===== src/design/lsp_ram.sv =====
// generic single-port-write ram with registered read
`timescale 1ns / 1ps
module lsp_ram #(
  parameter int WIDTH = 32,
  parameter int DEPTH = 64
) (
  input  logic                     clk,
  input  logic                     we,
  input  logic [$clog2(DEPTH)-1:0] waddr,
  input  logic [WIDTH-1:0]         wdata,
  input  logic [$clog2(DEPTH)-1:0] raddr,
  output logic [WIDTH-1:0]         rdata
);

  logic [WIDTH-1:0] mem [DEPTH];

  always_ff @(posedge clk) begin
    if (we) begin
      mem[waddr] <= wdata;
    end
    rdata <= mem[raddr];
  end

endmodule


===== config.mk =====
export PLATFORM = sky130hd
export DESIGN_NAME = lsp_ram
export DESIGN_NICKNAME = d
export VERILOG_FILES = /design/src/design/lsp_ram.sv
export SDC_FILE = /design/constraint.sdc
export NUM_CORES = 2
export LEC_CHECK = 0
export ABC_AREA = 0
export BUFFER_PORTS_ARGS = -buffer_cell sky130_fd_sc_hd__buf_2
export CORE_MARGIN = 2
export CORE_UTILIZATION = 50
export CTS_CLUSTER_DIAMETER = 150
export DETAILED_ROUTE_END_ITERATION = 8
export GPL_ROUTABILITY_DRIVEN = 1
export PLACE_DENSITY = 0.65
export SYNTH_ARGS = -nofsm -noshare
export SYNTH_HDL_FRONTEND = slang
export SYNTH_SLANG_ARGS = --single-unit

===== constraint.sdc =====
create_clock -name clk -period 7.4 [get_ports clk]
set_input_delay 1.48 -clock clk [delete_from_list [all_inputs] [get_ports clk]]
set_output_delay 1.48 -clock clk [all_outputs]
set_load 0.01 [all_outputs]

Yosys cells after proc, flatten, opt, wreduce, memory -nomap -nowiden

Memory sizes are Yosys's and may differ from the RTL's. A register that Yosys moved wholly into a read port is not among the register bits.
Index checks and enable logic that the tools add are counted.

Bits in registers: 0
Latch bits: 0
Memory bits (writable): 2048
Bits in read-only memories: 0
Input port bits: 46
Output and inout bits: 32
Word-level logic and storage cells: 3
Memories kept: 1

$add $sub $neg: 0
Multipliers: 0
Div/mod/pow operators: 0
$lt $le $gt $ge: 0
Equal/unequal tests: 0
Shift operators: 0
Mux-type cells: 2
Bitwise gates (word level): 0
Reduce and logical (&&, ||, !) cells: 0

Memory list:

| name | depth | bits a word | read ports | clocked after Yosys merged registers in | write ports | RTL line | text |
|---|---|---|---|---|---|---|---|
| mem  | 64    | 32          | 1          | 1                                       | 1           | 15       | `logic [WIDTH-1:0] mem [DEPTH];` |

Operators with widths:

| kind    | number |
|---|---|
| $mux W1 | 2 |

Depth between registers and ports, before layout

Depth in word-level cells: 2
Gate-level depth with buffers: 10
Depth with buffers taken out: 5

Worst setup path after synthesis

Ideal clock, no wire load.

Path type: input to register
From: input port waddr[3]
To: memory mem[48][0], enable pin
Library setup time: 0.461 ns
Arrival time: 4.179 ns
Required time: 6.939 ns
Path slack: 2.760 ns
Stages: 4
Buffers on the path: 1
Cells stage by stage: clkbuf_1 -> nor2b_1 -> nand4b_1 -> nor3_1

RTL lines:

| item            | RTL line | text |
|---|---|---|
| start, declared | 9        | `input logic [$clog2(DEPTH)-1:0] waddr,` |
| end, declared   | 15       |  |

Straight into the memory's write port.

==> impl_metrics.env <==
export IMPL_seq_power_share=0.547
export IMPL_design_area_um2=88290
export IMPL_worst_setup_slack_for_register_to_register_paths_ps=5050
export IMPL_synth_top_cells_by_area="sky130_fd_sc_hd__edfxtp_1 78%, sky130_fd_sc_hd__mux4_2 16%, sky130_fd_sc_hd__mux2i_1 1.2%, sky130_fd_sc_hd__dfxtp_1 0.82%, sky130_fd_sc_hd__o22ai_1 0.67%"
export IMPL_final_setup_skew_ps=25.63
export IMPL_layout_worst_path_cycle_share=0.5485
export IMPL_mostFrequentLayoutCells="2048 x sky130_fd_sc_hd__edfxtp_1, 544 x sky130_fd_sc_hd__mux4_2, 207 x sky130_fd_sc_hd__clkbuf_16, 95 x sky130_fd_sc_hd__buf_4, 93 x sky130_fd_sc_hd__mux2i_1"
export IMPL_clock_power_share=0.406
export IMPL_clockRootBuffer="sky130_fd_sc_hd__clkbuf_16"
export IMPL_worst_hold_path_type="flop to flop"
export IMPL_ys_flop_type="sky130_fd_sc_hd__edfxtp_1"
export IMPL_max_freq_mhz=246.4
export IMPL_synth_async_sr_flop_share=0
export IMPL_final_hold_violation_count=0
export IMPL_route_vias_total=37080
export IMPL_syn2layout_area_growth_pct=12.45
export IMPL_post_synth_num_cell_types=34
export IMPL_number_of_violations_reported_at_the_end_of_detailed_routing_iteration_0=5200
export IMPL_timing_max_transition_violations_final=0
export IMPL_critical_path_class="input port to flop"
export IMPL_worstHoldStart="mem[28][20]$_DFFE_PP_"
export IMPL_layout_cells_most_common="sky130_fd_sc_hd__edfxtp_1"
export IMPL_design_core_area_um2=156000
export IMPL_worstHoldPathCells=4
export IMPL_timing_critical_path_cells="buf_8 -> buf_4 -> buf_4 -> mux4_2 -> o22ai_1 -> nor2_1 -> a21oi_1 -> nor2_1"
export IMPL_drc_errors=0
export IMPL_placedInstanceArea_um2=82060
export IMPL_number_of_buffers_between_clock_root_and_the_deepest_sink=3
export IMPL_post_synth_instance_area_um2=78520
export IMPL_postCtsResizedCells=0
export IMPL_avgRoutedWirePerCell_um=34.23
export IMPL_grt_pass1_vias=37080
export IMPL_postSynthCellCount=3324
export IMPL_total_power_uw=23960
export IMPL_insertion_delay_ps=840
export IMPL_powerDensity_nw_per_um2=271.4
export IMPL_chipHeight_um=400.3
export IMPL_worstMarginPinSlew_ps=1326
export IMPL_postRouteAntennaNets=0
export IMPL_ys_ff_latch=2080
export IMPL_cts_repair_timing_setup_buffer_count=0
export IMPL_dp_cells=5384
export IMPL_synth_edff_count=2048
export IMPL_timing_max_cap_violations=0
export IMPL_ys_seq_area_frac=0.7914
export IMPL_cts_hold_buffers=0
export IMPL_die_span_x_um=400.3
export IMPL_cp_data_required_time_ps=8070
export IMPL_drive_above_1_share=0.2884
export IMPL_grt_ovfl_total=0
export IMPL_synth_top_cell_by_area="sky130_fd_sc_hd__edfxtp_1"
export IMPL_track_usage=0.2489
export IMPL_area_enclosed_by_the_die_boundary_um2=160200
export IMPL_synth_largest_type_area_fraction=0.7833
export IMPL_cpPeakStageDelay_ps=680
export IMPL_numClockSinks=2080
export IMPL_clkTransAtPathRegs_ps=60
export IMPL_mean_post_synth_cell_area_um2=23.62
export IMPL_p_leak_uw=0.02734
export IMPL_io_buffers=77
export IMPL_r2r_start="mem[24][18]$_DFFE_PP_"
export IMPL_post_synth_net_total=3370
export IMPL_grt_setup_unrepaired="no"
export IMPL_synth_yosys_warnings=0
export IMPL_global_route_wire_length_before_repair_mm=281.8
export IMPL_pwr_share_comb=0.047
export IMPL_headroom_to_the_max_slew_limit=0.1161
export IMPL_setup_violations=0
export IMPL_r2r_end="rdata[18]$_DFF_P_"
export IMPL_h_tree_levels=4
export IMPL_cts_inserted_buffers=203
export IMPL_p_sw_uw=5026
export IMPL_cts_tree="built"
export IMPL_number_of_antenna_violations_at_the_first_check_in_global_routing=21
export IMPL_crit_fanout=51
export IMPL_gp_routability_congestion=0.7715
export IMPL_nets=3577
export IMPL_timing_hold_worst_endpoint="rdata[20]$_DFF_P_"
export IMPL_floorplan_io_pins=78
export IMPL_grt_start_max_net_pins=86
export IMPL_worst_path_max_delay_cell="sky130_fd_sc_hd__buf_4"
export IMPL_final_hpwl_dp_mm=103.7
export IMPL_peakVddDrop_uv=228.4
export IMPL_switching_fraction_of_total_power=0.2098
export IMPL_floorplan_initialDensity=0.5032
export IMPL_post_route_setup_tns_ps=0
export IMPL_route_final_wire_length_mm=197.4
export IMPL_total_number_of_placement_rows=145
export IMPL_startpoint_type="input port"
export IMPL_outcome="finished, final reports clean"
export IMPL_finish_cell_count_without_fillers=5766
export IMPL_end_kind="flop"
export IMPL_p_int_uw=18930
export IMPL_worst_endpoint_arrival_ps=4730
export IMPL_worst_case_reg_to_reg_path_depth=4
export IMPL_post_route_min_period_ps=4059
export IMPL_final_fill_count=11300
export IMPL_avgViaCountPerCell=6.431
export IMPL_drt_pre_antenna_iters=5
==> power groups by stage <==
stage | Clock [µW] | Combinational, µW | Sequential [µW]
2_1_floorplan | 0 | 634 | 13300
3_3_place_gp | 0 | 1120 | 13400
3_5_place_dp | 0 | 1140 | 13400
4_1_cts | 9860 | 1140 | 13100
5_1_grt | 10300 | 1200 | 13100
6_report | 9730 | 1130 | 13100
==> registers in the layout, indices dropped and copies added, names as in the netlist <==
| signal | flops |
|---|---|
| rdata | 32 |
| mem | 2048 |
==> logic make-up after synthesis <==
kind of cell    count (synthesis)  synth area share
buf+inv                       182           0.01128
simple gates                  223           0.01265
flops                        2080            0.7914
compound gates                202           0.01673
mux                           637            0.1679
==> cells in the mapped netlist (all sizes together), types with 5 or more instances <==
cell type / n
buf: 108
clkbuf: 74
nor2b: 15
nand2b: 8
a22oi: 12
o221ai: 27
mux2i: 93
nand2: 26
or3b: 5
a21oi: 62
edfxtp: 2048
nor2: 137
nor3: 7
nand3: 5
dfxtp: 32
o22ai: 84
a311oi: 8
mux4: 544
nand3b: 5
==> final cells by class <==
cell class	instances	area, µm²	share of cell area
Multi-Input combinational cell	1062	15970	0.1809
Antenna cell	5	12.51	0.0001417
Tap cell	2058	2575	0.02917
Sequential cell	2080	62140	0.7038
Timing Repair Buffer	184	1375	0.01557
Clock buffer	279	5580	0.06321
Clock inverter	98	635.6	0.007199
==> how the worst max path moves through the flow <==
stage	slack, ps	to	from	cells past startpoint
floorplan	2760	mem[48][0]$_DFFE_PP_	waddr[3]	4
global placement	2450	rdata[2]$_DFF_P_	raddr[0]	8
detailed placement	2470	rdata[2]$_DFF_P_	raddr[0]	8
CTS	3340	rdata[2]$_DFF_P_	raddr[0]	8
global route	3210	rdata[0]$_DFF_P_	raddr[0]	8
finish	3340	rdata[2]$_DFF_P_	raddr[0]	8
==> stage by stage <==
| step | worst slack (ps) | utilization | hold slack (ps) |
|---|---|---|---|
| global placement | 2450 | 0.5259 | 755.7 |
| CTS | 3344 | 0.5658 | 800.1 |
| detailed placement | 2467 | 0.5259 | 781.5 |
| finish | 3341 | 0.5659 | 821.1 |
| floorplan | 2760 | - | 663.2 |
| global route | 3206 | 0.5658 | 841.5 |
==> worst max-delay path, delay by kind of cell <==
kind            cells  cell delay [ps]
compound gates      2              790
buf+inv             3             1650
mux                 1              540
simple gates        2              170
==> routing by layer <==
layer,part of all wire,track usage
met3,0.093,0.04519
met2,0.48,0.3886
met1,0.40,0.3671
met5,0.00034,0
met4,0.023,0.06552
Power figures use the tool's default switching activity.
