==> config.mk <==
export PLATFORM = sky130hd
export DESIGN_NAME = lsp_mul
export DESIGN_NICKNAME = d
export VERILOG_FILES = /design/src/design/lsp_pkg.sv /design/src/design/lsp_mul.sv
export SDC_FILE = /design/constraint.sdc
export NUM_CORES = 2
export LEC_CHECK = 0
export BUFFER_PORTS_ARGS = -buffer_cell sky130_fd_sc_hd__buf_2
export CAP_MARGIN = 10
export CORE_MARGIN = 10
export CORE_UTILIZATION = 41
export CTS_BUF_LIST = sky130_fd_sc_hd__clkbuf_16
export DETAILED_ROUTE_END_ITERATION = 10
export SLEW_MARGIN = 20
export SYNTH_ARGS = -nofsm -noshare
export SYNTH_HDL_FRONTEND = slang
export SYNTH_SLANG_ARGS = --single-unit
==> constraint.sdc <==
create_clock -name clk -period 11.9 [get_ports clk]
set_input_delay 0.595 -clock clk [delete_from_list [all_inputs] [get_ports clk]]
set_output_delay 0.595 -clock clk [all_outputs]
set_load 0.005 [all_outputs]
==> src/design/lsp_pkg.sv <==
// shared types, codes and helpers of the lu solver
`timescale 1ns / 1ps
package lsp_pkg;

  localparam int VAL_W      = 32;
  localparam int REQ_W      = 2;
  localparam int IDX_PORT_W = 3;
  localparam int SIZE_W     = 4;
  localparam int STATUS_W   = 2;
  localparam int PADDR_W    = 3;

  localparam logic [REQ_W-1:0] REQ_LOAD_A = 2'd0;
  localparam logic [REQ_W-1:0] REQ_LOAD_B = 2'd1;
  localparam logic [REQ_W-1:0] REQ_SOLVE  = 2'd2;

  localparam logic [STATUS_W-1:0] STATUS_OK   = 2'd0;
  localparam logic [STATUS_W-1:0] STATUS_SING = 2'd1;
  localparam logic [STATUS_W-1:0] STATUS_SAT  = 2'd2;

  localparam logic [0:0]        CFG_SIZE_IDX = 1'b0;
  localparam logic [SIZE_W-1:0] SIZE_RESET   = 4'd8;

  localparam logic [VAL_W-1:0] VAL_MAX = 32'h7fffffff;
  localparam logic [VAL_W-1:0] VAL_MIN = 32'h80000000;

  typedef enum logic [4:0] {
    ST_IDLE, ST_PIV_A, ST_PIV_B, ST_PIV_C, ST_PIV_D, ST_RO_A, ST_RO_B,
    ST_SW_A, ST_SW_B, ST_SW_C, ST_SW_D, ST_EL_A, ST_EL_B, ST_EL_C, ST_EL_DIV,
    ST_EL_K, ST_EL_K2, ST_EL_K3, ST_EL_K4, ST_EL_WF, ST_FW_J, ST_FW_J2,
    ST_FW_J3, ST_FW_W, ST_BK_J, ST_BK_J2, ST_BK_J3, ST_BK_D, ST_BK_D2,
    ST_BK_DIV, ST_OUT
  } state_t;

  typedef struct packed {
    logic done;
    logic sat;
    logic zero;
  } div_stat_t;

  function automatic logic [VAL_W-1:0] sat32(input logic signed [63:0] v);
    if (v > 64'sd2147483647) begin
      sat32 = VAL_MAX;
    end else if (v < -64'sd2147483648) begin
      sat32 = VAL_MIN;
    end else begin
      sat32 = v[VAL_W-1:0];
    end
  endfunction

  function automatic logic sat_hit(input logic signed [63:0] v);
    sat_hit = (v > 64'sd2147483647) || (v < -64'sd2147483648);
  endfunction

  function automatic logic [VAL_W-1:0] mag32(input logic [VAL_W-1:0] v);
    mag32 = v[VAL_W-1] ? VAL_W'(-v) : v;
  endfunction

endpackage

==> src/design/lsp_mul.sv <==
// fixed-point multiplier: registered product, rounded and saturated after
`timescale 1ns / 1ps
module lsp_mul #(
  parameter int FRAC_BITS = 16
) (
  input  logic                               clk,
  input  logic                               start,
  input  logic signed [lsp_pkg::VAL_W-1:0]   a,
  input  logic signed [lsp_pkg::VAL_W-1:0]   b,
  output logic signed [lsp_pkg::VAL_W-1:0]   res,
  output logic                               sat
);

  logic signed [63:0] prod;
  logic               neg;
  logic [63:0]        mag;
  logic [63:0]        rnd;

  always_ff @(posedge clk) begin
    if (start) begin
      prod <= 64'(a) * 64'(b);
    end
  end

  // round half away from zero on the magnitude
  always_comb begin
    neg = prod[63];
    mag = neg ? 64'(-prod) : 64'(prod);
    rnd = (mag + (64'(1) << (FRAC_BITS - 1))) >> FRAC_BITS;
    sat = neg ? (rnd > 64'h80000000) : (rnd > 64'h7fffffff);
    if (sat) begin
      res = neg ? lsp_pkg::VAL_MIN : lsp_pkg::VAL_MAX;
    end else begin
      res = neg ? lsp_pkg::VAL_W'(-rnd[lsp_pkg::VAL_W-1:0]) : rnd[lsp_pkg::VAL_W-1:0];
    end
  end

endmodule

### Word level (Yosys, flattened, before mapping)

Index checks and enable logic that the tools add are counted.

| storage, ports and cells | value |
|---|---|
| register bits | 64 |
| logic and storage cells | 12 |

| cells by class | value |
|---|---|
| add/subtract/negate cells | 3 |
| multipliers | 1 |
| $lt $le $gt $ge | 2 |
| muxes and demuxes | 5 |

Operators with widths:

| operator | number |
|---|---|
| $mux W32 | 3 |
| $add A64 B16 Y64 const B | 1 |
| $mul A32 B32 Y64 | 1 |
| $mux W64 | 1 |
| $neg A64 Y64 | 1 |
| $gt A48 B31 Y1 const B | 1 |
| $gt A48 B32 Y1 const B | 1 |
| $neg A32 Y32 | 1 |
| $mux W1 | 1 |

### Logic depth before layout (Yosys ltp)

| logic depth | value |
|---|---|
| word-level depth | 6 |
| mapped depth | 31 |
| mapped depth without buffers | 30 |

### Worst setup path after synthesis

OpenSTA, ideal clock, no wires.

| timing | value |
|---|---|
| path kind | in2reg |
| start point | input a[31] (netlist name) |
| end point | register prod[62] (data pin) |
| setup time | 0.258 ns |
| arrival time | 8.083 ns |
| setup slack | 3.560 ns |
| cell stages on the path | 29 |
| path buffers | 1 |
| cell sequence | clkbuf_1 nand2_1 inv_1 fa_1 inv_1 fa_1 inv_1 fa_1 fa_1 inv_1 fa_1 inv_1 fa_1 inv_1 fa_1 inv_1 fa_1 ha_1 a21o_1 a21oi_1 nor2b_1 o21ai_0 nand2b_1 or3_1 a311oi_1 nor3_1 a211o_1 a21oi_1 xnor2_1 |

| on the way | value |
|---|---|
| longest elaborated chain between the ends | 1 |

Ends and longest elaborated chain:

| item | line | RTL |
|---|---|---|
| start: declaration | lsp_mul.sv:8 | `input logic signed [lsp_pkg::VAL_W-1:0] a,` |
| $mul A32 B32 Y64 | lsp_mul.sv:21 | `prod <= 64'(a) * 64'(b);` |
| end signal: assignment | lsp_mul.sv:21 |  |
| end: declaration | lsp_mul.sv:14 | `logic signed [63:0] prod;` |

Every way passes these cells.
A chain may end at the register's enable or synchronous reset.

### Worst setup path after layout

| timing | value |
|---|---|
| start point | input b[2] (netlist name) |
| end point | register prod[62] (data pin) |

| on the way | value |
|---|---|
| longest elaborated chain between the ends | 1 |

Ends and longest elaborated chain:

| item | line | RTL |
|---|---|---|
| start: declaration | lsp_mul.sv:9 | `input logic signed [lsp_pkg::VAL_W-1:0] b,` |
| $mul A32 B32 Y64 | lsp_mul.sv:21 |  |

Every way passes these cells.

==> metrics.txt <==
number of global-route vias before repair=33.8k; antenna violations before repair=2; final slew viol count=0; max FFs per register=64; Async S/R FF share, synth=0; Mapped Cells=roughly 4.7k; Setup Buffers After CTS=0; YS warnings=0; post-CTS sizing=0; Buffers on Ports=98; setup TNS=0 ns; CTS root buffer=clkbuf_16; EDFF count, synth=64; maximum net fanout on the critical path=32; Top Registers=prod: 64 flops; Largest Register=prod; critical path class=primary input to flop; CTS tree=yes; count leader, synth=fa_1; Vias/cell=roughly 5.3; Yosys top cell by area=fa_1; Max-slew headroom=0.300; Detail Route Antenna Nets=0; Final Hold Viols=0; Pre-Repair DR Iteration Count=6; post-synthesis register bit count=64; non-filler cells, final=~6k; crit path capture=prod[62]; fin crit period=9.49 ns; CP arrival=9.58 ns; Least-Margin Pin Slew=around 1.0 ns; final wirelength=123 mm; Remaining DRCs=0; nets@finish=5910; DIE AREA=roughly 0.12 mm^2; minimum hold slack=0.949 ns; Bufs on Longest Clock Path=2; final worst-path cycle share=0.797; Yosys cell types=a little under 90; Syn Nets=6023; sequential share of the synthesized area=0.0450; status=finished, final reports clean; first-pass GRT wire length=197 mm; area delta synth->final=4.24%; Top FF cell, synth=edfxtp_1; Highest Clock Rate=105 MHz; vias after detailed routing=31.4k; Worst Setup SP=b[2]; die width=343 um; cell repeated most along the worst path=fa_1; crit end category=flop; Max-cap violations=0; largest net degree at the start of global routing=72; Setup-failing EPs final=0; Placement Cell Area=0.0443 mm^2; Netlist Area Pre-Place=0.0427 mm^2; post-route cell area=0.0446 mm^2; gr usage total=0.214; CP max-delay cell=fa_1; Placeable Area=0.103 mm^2; clk sinks=64; Rows=118; Synth top cells by count=1082 x fa_1, 1045 x inv_1, 599 x nand2_1; largest cells by area after synthesis=fa_1 51%, inv_1 9.2%, and2_1 7.3%; RSZ-0062 raised after global routing=false; Worst EP required=12.00 ns; placed cells=5944; die extent in y=between 300 and 400 um; depth of the CTS H-tree=3; Worst Setup Start Kind=primary input; global route overflow=0; WL/cell=20.6 um; clock-pin slew reported for the worst setup and hold paths after clock tree synthesis=~0.06 ns; Mapped Avg Cell Area=9.12 um^2; Synth top area share=0.507; I/O pins=99; hpwl dp=96.3 mm; Filler Cell Count=between 10k and 15k; # hold bufs at CTS=0; GP Congestion=0.885; Hold Path Class=primary input to flop; Initial Util=0.413; Worst path max stage delay=1.11 ns; initial drt markers=2181; CTS buffer count=9; layout cells sized above 1=0.0428
## cells by family (layout without fill, tap and decap cells)
kind of cell    Yosys count  in the layout  synth area share
simple gates           1491           1491             0.178
flops                    64             64            0.0450
other cells               0              1                 0
compound gates          378            378            0.0625
xor+xnor                156            156            0.0320
mux                      20             20           0.00495
buf+inv                1310           1202             0.116
fa+ha+maj              1269           1269             0.561
## layout make-up
cell class / count / area, um^2 / area share
diodes: 1 / 2.50 / 0.0000562
multi-input cells: 3314 / 35900 / 0.806
repair buffers: 138 / 791 / 0.0177
clock buffers: 9 / 225 / 0.00505
flip-flops and latches: 64 / 1920 / 0.0431
clock inverters: 7 / 63.8 / 0.00143
inverters: 1048 / 3930 / 0.0883
well taps: 1380 / 1730 / 0.0388
## metrics by stage
stage | worst slack, ns | utilization
floorplan | 3.56 | -
global placement | 2.17 | 0.428
detailed placement | 2.11 | 0.428
CTS | 2.46 | 0.430
global route | 2.00 | 0.430
finish | 2.41 | 0.431
## worst min path at each step
stage	end	cells past startpoint	slack (ns)	from
2_1_floorplan	prod[0]	0	0.71	start
6_report	prod[8]	2	0.95	start
3_3_place_gp	prod[0]	2	1.32	b[0]
3_5_place_dp	prod[13]	2	1.33	start
4_1_cts	prod[0]	2	0.96	b[0]
5_1_grt	prod[0]	2	0.97	b[0]
## worst max-delay path, delay by kind of cell
family	cells	cell delay, ns
adders and majority gates	9	5.20
buffers and inverters	6	1.38
AOI/OAI and AO/OA	6	1.38
and+or+nand+nor	5	0.90
xor gates and xnor gates	1	0.07
## metal layers
metal / global-route usage / part of all wire
met5: 0 / 0.000057
met4: 0.0548 / 0.028
met3: 0.0308 / 0.075
met2: 0.342 / 0.45
met1: 0.302 / 0.44
## cell usage in the layout (no fill, tap or decap), drive strengths merged, types with 23 or more instances in the layout
cell type / instances
and2: 498
o21ai: 53
a21oi: 71
a211oi: 24
nor4: 27
a21o: 45
buf: 138
fa: 1082
inv: 1047
nand3: 50
nor3: 48
o22ai: 26
edfxtp: 64
nand2: 599
ha: 187
xnor2: 98
o31ai: 25
nor2: 111
xor2: 58
nand4: 23
Power is left out: the tool's default activity adds up to more than one toggle a clock period on the data nets, which glitch-free logic cannot reach.
