[config.mk]
export PLATFORM = sky130hd
export DESIGN_NAME = lsp_div
export DESIGN_NICKNAME = d
export VERILOG_FILES = /design/src/design/lsp_pkg.sv /design/src/design/lsp_div.sv
export SDC_FILE = /design/constraint.sdc
export NUM_CORES = 1
export LEC_CHECK = 0
export BUFFER_PORTS_ARGS = -buffer_cell sky130_fd_sc_hd__buf_2
export CORE_MARGIN = 10
export CORE_UTILIZATION = 25
export CTS_BUF_LIST = sky130_fd_sc_hd__clkbuf_2 sky130_fd_sc_hd__clkbuf_4 sky130_fd_sc_hd__clkbuf_8
export CTS_CLUSTER_DIAMETER = 40
export CTS_CLUSTER_SIZE = 16
export DETAILED_ROUTE_END_ITERATION = 10
export GPL_ROUTABILITY_DRIVEN = 0
export MAX_ROUTING_LAYER = met4
export SYNTH_ARGS = -nofsm -noshare
export SYNTH_HDL_FRONTEND = slang
export SYNTH_SLANG_ARGS = --single-unit
export TNS_END_PERCENT = 20
[constraint.sdc]
create_clock -name clk -period 5.21 [get_ports clk]
set_input_delay 0.521 -clock clk [delete_from_list [all_inputs] [get_ports clk]]
set_output_delay 0.521 -clock clk [all_outputs]
set_load 0.05 [all_outputs]
[src/design/lsp_pkg.sv]
// shared types, codes and helpers of the lu solver
`timescale 1ns / 1ps
package lsp_pkg;

  localparam int VAL_W      = 32;
  localparam int REQ_W      = 2;
  localparam int IDX_PORT_W = 3;
  localparam int SIZE_W     = 4;
  localparam int STATUS_W   = 2;
  localparam int PADDR_W    = 3;

  localparam logic [REQ_W-1:0] REQ_LOAD_A = 2'd0;
  localparam logic [REQ_W-1:0] REQ_LOAD_B = 2'd1;
  localparam logic [REQ_W-1:0] REQ_SOLVE  = 2'd2;

  localparam logic [STATUS_W-1:0] STATUS_OK   = 2'd0;
  localparam logic [STATUS_W-1:0] STATUS_SING = 2'd1;
  localparam logic [STATUS_W-1:0] STATUS_SAT  = 2'd2;

  localparam logic [0:0]        CFG_SIZE_IDX = 1'b0;
  localparam logic [SIZE_W-1:0] SIZE_RESET   = 4'd8;

  localparam logic [VAL_W-1:0] VAL_MAX = 32'h7fffffff;
  localparam logic [VAL_W-1:0] VAL_MIN = 32'h80000000;

  typedef enum logic [4:0] {
    ST_IDLE, ST_PIV_A, ST_PIV_B, ST_PIV_C, ST_PIV_D, ST_RO_A, ST_RO_B,
    ST_SW_A, ST_SW_B, ST_SW_C, ST_SW_D, ST_EL_A, ST_EL_B, ST_EL_C, ST_EL_DIV,
    ST_EL_K, ST_EL_K2, ST_EL_K3, ST_EL_K4, ST_EL_WF, ST_FW_J, ST_FW_J2,
    ST_FW_J3, ST_FW_W, ST_BK_J, ST_BK_J2, ST_BK_J3, ST_BK_D, ST_BK_D2,
    ST_BK_DIV, ST_OUT
  } state_t;

  typedef struct packed {
    logic done;
    logic sat;
    logic zero;
  } div_stat_t;

  function automatic logic [VAL_W-1:0] sat32(input logic signed [63:0] v);
    if (v > 64'sd2147483647) begin
      sat32 = VAL_MAX;
    end else if (v < -64'sd2147483648) begin
      sat32 = VAL_MIN;
    end else begin
      sat32 = v[VAL_W-1:0];
    end
  endfunction

  function automatic logic sat_hit(input logic signed [63:0] v);
    sat_hit = (v > 64'sd2147483647) || (v < -64'sd2147483648);
  endfunction

  function automatic logic [VAL_W-1:0] mag32(input logic [VAL_W-1:0] v);
    mag32 = v[VAL_W-1] ? VAL_W'(-v) : v;
  endfunction

endpackage

[src/design/lsp_div.sv]
// fixed-point divider, restoring, one quotient bit per cycle
`timescale 1ns / 1ps
module lsp_div #(
  parameter int FRAC_BITS = 16
) (
  input  logic                             clk,
  input  logic                             rst,
  input  logic                             start,
  input  logic signed [lsp_pkg::VAL_W-1:0] a,
  input  logic signed [lsp_pkg::VAL_W-1:0] d,
  output logic signed [lsp_pkg::VAL_W-1:0] q,
  output lsp_pkg::div_stat_t               stat
);

  localparam int NW = lsp_pkg::VAL_W + 1 + FRAC_BITS;
  localparam int CW = $clog2(NW);

  logic                        busy;
  logic                        fin;
  logic [CW-1:0]               cnt;
  logic [NW-1:0]               num;
  logic [lsp_pkg::VAL_W-1:0]   rem;
  logic [lsp_pkg::VAL_W-1:0]   md;
  logic                        neg;
  logic [lsp_pkg::VAL_W:0]     trial;
  logic                        ge;
  logic [lsp_pkg::VAL_W:0]     rem_sub;
  logic                        q_sat;

  always_comb begin
    trial   = {rem, num[NW-1]};
    ge      = trial >= {1'b0, md};
    rem_sub = trial - {1'b0, md};
    q_sat   = neg ? (num > NW'(64'h80000000)) : (num > NW'(64'h7fffffff));
  end

  always_ff @(posedge clk) begin
    if (rst) begin
      busy <= 1'b0;
      fin  <= 1'b0;
      cnt  <= '0;
      stat <= '0;
    end else begin
      stat.done <= 1'b0;
      if (start) begin
        if (d == '0) begin
          // zero divisor: saturate by the sign of the numerator, zero for a zero numerator
          if (a == '0) begin
            q <= '0;
          end else begin
            q <= a[lsp_pkg::VAL_W-1] ? lsp_pkg::VAL_MIN : lsp_pkg::VAL_MAX;
          end
          stat <= '{done: 1'b1, sat: 1'b0, zero: 1'b1};
        end else begin
          busy <= 1'b1;
          cnt  <= '0;
          md   <= lsp_pkg::mag32(d);
          num  <= NW'({lsp_pkg::mag32(a), FRAC_BITS'(0)}) + NW'(lsp_pkg::mag32(d) >> 1);
          rem  <= '0;
          neg  <= a[lsp_pkg::VAL_W-1] ^ d[lsp_pkg::VAL_W-1];
        end
      end else if (busy) begin
        rem <= ge ? rem_sub[lsp_pkg::VAL_W-1:0] : trial[lsp_pkg::VAL_W-1:0];
        num <= {num[NW-2:0], ge};
        cnt <= cnt + CW'(1);
        if (cnt == CW'(NW - 1)) begin
          busy <= 1'b0;
          fin  <= 1'b1;
        end
      end else if (fin) begin
        fin <= 1'b0;
        if (q_sat) begin
          q <= neg ? lsp_pkg::VAL_MIN : lsp_pkg::VAL_MAX;
        end else begin
          q <= neg ? lsp_pkg::VAL_W'(-num[lsp_pkg::VAL_W-1:0]) : num[lsp_pkg::VAL_W-1:0];
        end
        stat <= '{done: 1'b1, sat: q_sat, zero: 1'b0};
      end
    end
  end

endmodule

# == Word-level counts from Yosys, hierarchy flattened ==
# Cells that the tools add are included.
# classes
addsub,6
n_lt_le_gt_ge,3
n_eq_ne,5
mux,32
bitwise_logic,4
n_reduce_logical,10
# ops
cell,count
32-bit 2-to-1 mux,15
49-bit 2-to-1 mux,3
32-bit negator,3
32-bit zero test,2
48-bit by 31-bit adder with 49-bit output,1
"49-bit by 31-bit greater-than comparator with 1-bit output, second input constant",1
"49-bit by 32-bit greater-than comparator with 1-bit output, second input constant",1
33-bit by 32-bit greater-or-equal comparator with 1-bit output,1
32-bit subtractor,1
6-bit 2-to-1 mux,3
3-bit 2-to-1 mux,4
3-bit AND reduction,3
1-bit 2-to-1 mux,7
"6-bit by 1-bit adder with 6-bit output, second input constant",1
"6-bit equality test, second input constant",1
"2-bit by 1-bit inequality test with 1-bit output, second input constant",2
"2-bit inequality test, second input constant",2
2-bit AND reduction,2
4-bit AND reduction,1
2-bit nonzero test,2
1-bit NOT,3
1-bit XOR,1
# totals
register_bits,157
input_bits,67
output_inout_bits,35
elab_cells,71

# == Depth between registers and ports, before layout ==
# logic_depth
depth_word,6
ltp_mapped,19
mapped_depth_nobuf,19

# == Worst setup path before layout ==
# Ideal clock, no wire load.
# synth_timing
path_kind,input port to flip-flop
start,input port d[0] (netlist name)
end,"register num[0], enable pin"
setup_time_ns,0.521
arrival_ns,5.171
required_time_ns,4.689
slack_ns,-0.482
path_stages,11
path_buffers,1
path_cell_list,inv_1 ha_1 nor4b_1 nand4_1 nor2_1 nand3_1 or3_1 or2_2 clkbuf_1 o21ai_0 nor2_1
# synth_between
elab_chain_len,3
# synth_rtl
item,line,source
start: declaration,lsp_div.sv:10,"input logic signed [lsp_pkg::VAL_W-1:0] d,"
32-bit zero test,lsp_div.sv:46,if (d == '0) begin
2-bit inequality test (no source line),--,
3-bit AND reduction (no source line),--,
end signal: assignment,lsp_div.sv:58,"num <= NW'({lsp_pkg::mag32(a), FRAC_BITS'(0)}) + NW'(lsp_pkg::mag32(d) >> 1);"
end signal: assignment,lsp_div.sv:64,"num <= {num[NW-2:0], ge};"
end: declaration,lsp_div.sv:21,logic [NW-1:0] num;
# Every way passes these cells.
# A chain may end at the register's enable or synchronous reset.

# == Worst setup path after layout ==
# layout_timing
start,input port d[15] (netlist name)
end,"register num[36], data pin"
# layout_between
elab_chain_len,5
# layout_rtl
item,line,source
32-bit negator,lsp_pkg.sv:55,mag32 = v[VAL_W-1] ? VAL_W'(-v) : v;
32-bit 2-to-1 mux (*),lsp_pkg.sv:55,
48-bit by 31-bit adder with 49-bit output (*),lsp_div.sv:58,
49-bit 2-to-1 mux (*),lsp_div.sv:46,
49-bit 2-to-1 mux (*),lsp_div.sv:45,if (start) begin
# Mark *: on every way between the ends. The rest lies on a longest branch, timed or not. The select of a mux whose other input is x is not followed.

==> impl_metrics.py <==
metrics = {
    "run_status": {
        "status": "finished, final reports clean",
    },
    "global_route": {
        "grt_max_degree": 82,
        "grt_pass1_wl_um": 50000,
        "busiest_layer": "met2",
        "antenna_found_initial": 9,
        "met2_usage_pct": 16.9,
        "grt_pass1_vias": 9070,
        "grt_use_met3_pct": 4.29,
        "grt.total_usage_pct": 12.0,
        "grt-ovfl-total": 0,
        "use_met1_pct": 16.1,
    },
    "power": {
        "powerDensity_nw_per_um2": 279,
        "power.leakage_uw": 0.00467,
        "netSwitchingFraction_pct": 34.6,
        "ir_drop_mv": 0.115,
        "p_clk_share_pct": 27.2,
        "p_seq_share_pct": 44.6,
        "combPwrFrac_pct": 28.2,
        "p_switching_uw": 1230,
        "power.total_uw": 3560,
        "power.internal_uw": 2330,
    },
    "timing": {
        "slew-limit-headroom_pct": 20.0,
        "whs_ns": 0.270,
        "tns_ns": 0,
        "worst_pin_slew_ns": 1.20,
        "rsz0062_at_grt": "no",
        "finalCritPeriodShare_pct": 86.3,
        "setup_viol": 0,
        "fmax_ghz": 0.222,
        "finClkSkew_ns": 0.0272,
        "min_period_ns": 4.50,
        "slew_violations": 0,
        "hold_viol": 0,
        "post-route-worst-setup-slack_ns": 0.715,
    },
    "synth": {
        "synthCells": 1187,
        "yosys_warnings": 0,
        "async_flop_share_pct": 0,
        "synth-main-ff-cell": "edfxtp_1",
        "synth_top_cell_area_share_pct": 39.4,
        "synth_nets": 1309,
        "ys_seq_area_share_pct": 41.4,
        "avgSynthCellArea_um2": 9.38,
        "yosys-top-cells-area": "edfxtp_1 (39%), xnor2_1 (6.0%), ha_1 (6.0%), xor2_1 (4.8%), o21ai_0 (4.4%)",
        "synth_seq_cells": 157,
        "synth.largest_area_cell": "edfxtp_1",
        "synth_cell_types": 72,
        "synth_area_um2": 11100,
        "synth_edf_count": 146,
    },
    "detailed_routing": {
        "firstDrtPassIters": 5,
        "vias_per_cell": 4.97,
        "remaining_drc_errors": 0,
        "avgRoutedWirePerCell_um": 16.9,
        "antenna_left": 0,
        "first_iter_violations": 960,
        "num_vias": 9397,
        "routed_wl_um": 31900,
    },
    "min_path": {
        "hold_class": "in2reg",
    },
    "placed_design": {
        "placed_area_um2": 12300,
        "hpwl_um": 24400,
        "dp_slack_ns": 0.304,
        "port_buffers": 101,
    },
    "clock_network": {
        "cts_resized": 0,
        "clk_latency_ns": 0.48,
        "cts_buffers": 17,
        "clk_pin_slew_ns": 0.10,
        "cts_tree": "yes",
        "root_buffer": "clkbuf_8",
        "clkSinkCount": 157,
        "htreeDepth": 4,
        "clockBufferDepth": 2,
        "postCtsHoldBufs": 0,
        "cts_setup_buffers": 0,
    },
    "worst_setup_path": {
        "cp-start-kind": "input port",
        "arrival_ns": 4.71,
        "crit_fanout": 6,
        "critPathRequiredTime_ns": 5.43,
        "end_kind": "flop",
        "worstSetupPathType": "in2reg",
    },
    "floorplan": {
        "coreArea_um2": 44100,
        "die_w_um": 231,
        "dieArea_um2": 53400,
        "die_y_um": 231,
        "start_util_pct": 25.2,
        "io_pins": 102,
        "rows": 77,
    },
    "final_layout": {
        "syn_to_final_growth_pct": 14.6,
        "nFillCells": 4756,
        "drive_gt1_share_pct": 15.3,
        "nNetsFinal": 1396,
        "fin_area_um2": 12800,
    },
    "run": {
        "max_cap_viol_count": 0,
    },
}
-- sequential cells by signal (all words and copies together) (netlist names) --
register	cells
num	49
md	32
q	32
rem	32
cnt	6
stat	3
busy	1
fin	1
neg	1
-- power groups by stage --
| stage | clock [µW] | sequential (µW) | combinational, µW |
|---|---|---|---|
| global placement | 0 | 1610 | 979 |
| CTS | 994 | 1590 | 1000 |
| global route | 1040 | 1600 | 1120 |
| floorplan | 0 | 1580 | 745 |
| finish | 967 | 1590 | 1010 |
| detailed placement | 0 | 1610 | 995 |
-- final cells by class --
cell class	instances	area (µm²)	share of cell area [%]
antenna	10	25.0	0.196
clock buffer	17	234	1.83
clock inverter	15	169	1.32
inverter	62	233	1.82
multi-input combinational	920	6130	48.1
sequential	157	4600	36.1
tap	592	741	5.81
timing repair buffer	116	618	4.85
-- synthesized netlist by cell type, drive strengths merged (3+ instances only) --
cell / instances
a211oi: 10
a21boi: 5
a21o: 19
a21oi: 73
a22oi: 3
a311oi: 4
a31oi: 4
and2: 5
and3: 7
buf: 8
clkbuf: 40
dfxtp: 11
edfxtp: 146
ha: 53
inv: 62
mux2: 23
nand2: 119
nand2b: 18
nand3: 23
nand3b: 5
nand4: 15
nand4b: 7
nor2: 97
nor2b: 18
nor3: 25
nor4: 21
nor4b: 3
o21a: 10
o21ai: 98
o311a: 3
o311ai: 3
o31ai: 25
o41ai: 14
or2: 8
or3: 16
or4: 15
xnor2: 76
xor2: 61
-- stage by stage --
stage / cells / util, %
after floorplan: 1187 / -
after global placement: 1847 / 27.9
after detailed placement: 1847 / 27.9
after CTS: 1879 / 28.8
after global routing: 1888 / 28.9
final: 1889 / 28.9
-- kinds of logic (layout without fill, tap and decap cells) --
family                     after synthesis  in the layout  synth area share, %
AOI/OAI and AO/OA                      295            295                 16.8
and+or+nand+nor                        407            407                 18.3
DFF                                    157            157                 41.4
xor gates and xnor gates               138            138                 11.0
muxes                                   25             25                 2.51
buffers and inverters                  110            210                 3.74
other                                    0             10                    0
adders and majority gates               55             55                 6.32
-- worst max-delay path, cell delays in order --
cell and delay [ns]:
buf_2 0.11, or4_1 0.66, nand2b_1 0.27, or2_2 0.33
o31ai_1 0.28, xnor2_1 0.15, ha_1 0.26, or3_1 0.38
o32ai_1 0.35, nor2b_1 0.12, a31oi_1 0.36, o221a_2 0.36
nor2_1 0.10, nand3b_1 0.12, xnor2_1 0.07, mux2_2 0.27
-- layout by cell type (no fill, tap or decap), types with 7 or more instances in the layout --
cell type	netlist	final
and3_1	7	7
ha_1	53	53
or4_1	13	13
dfxtp_1	11	11
clkbuf_8	0	17
xor2_1	61	61
o41ai_1	14	14
nand2_1	119	119
o21a_1	10	10
edfxtp_1	146	146
a21oi_1	73	72
a21o_1	19	19
nor4_1	21	21
mux2_2	23	23
buf_4	0	15
nand4_1	15	15
nand4b_1	7	7
a211oi_1	10	10
nor2_1	97	95
nor2b_1	18	18
or2_2	7	7
nand3_1	23	23
o21ai_0	97	96
or3_1	16	16
o31ai_1	25	25
inv_1	61	61
buf_2	3	101
nor3_1	23	23
xnor2_1	76	76
diode_2	0	10
nand2b_1	18	18
-- per-layer routing --
| layer | vias to the layer above | wire length (µm) |
|---|---|---|
| li1 | 4536 | - |
| met1 | 4508 | 15200 |
| met2 | 334 | 13400 |
| met3 | 19 | 2980 |
| met4 | 0 | 272 |
| met5 | - | 0 |
-- worst paths after layout --
kind | end | from | depth (start not counted) | slack, ns
max reg2reg | q[3]$_DFFE_PP_ | num[0]$_DFFE_PP_ | 12 | 1.07
min | md[0]$_DFFE_PP_ | d[0] | 1 | 0.27
max | num[36]$_DFFE_PP_ | d[15] | 16 | 0.71
min reg2reg | stat[0]$_SDFFE_PP0P_ | stat[0]$_SDFFE_PP0P_ | 1 | 0.48
No activity file was read; power rests on OpenSTA's default activity.
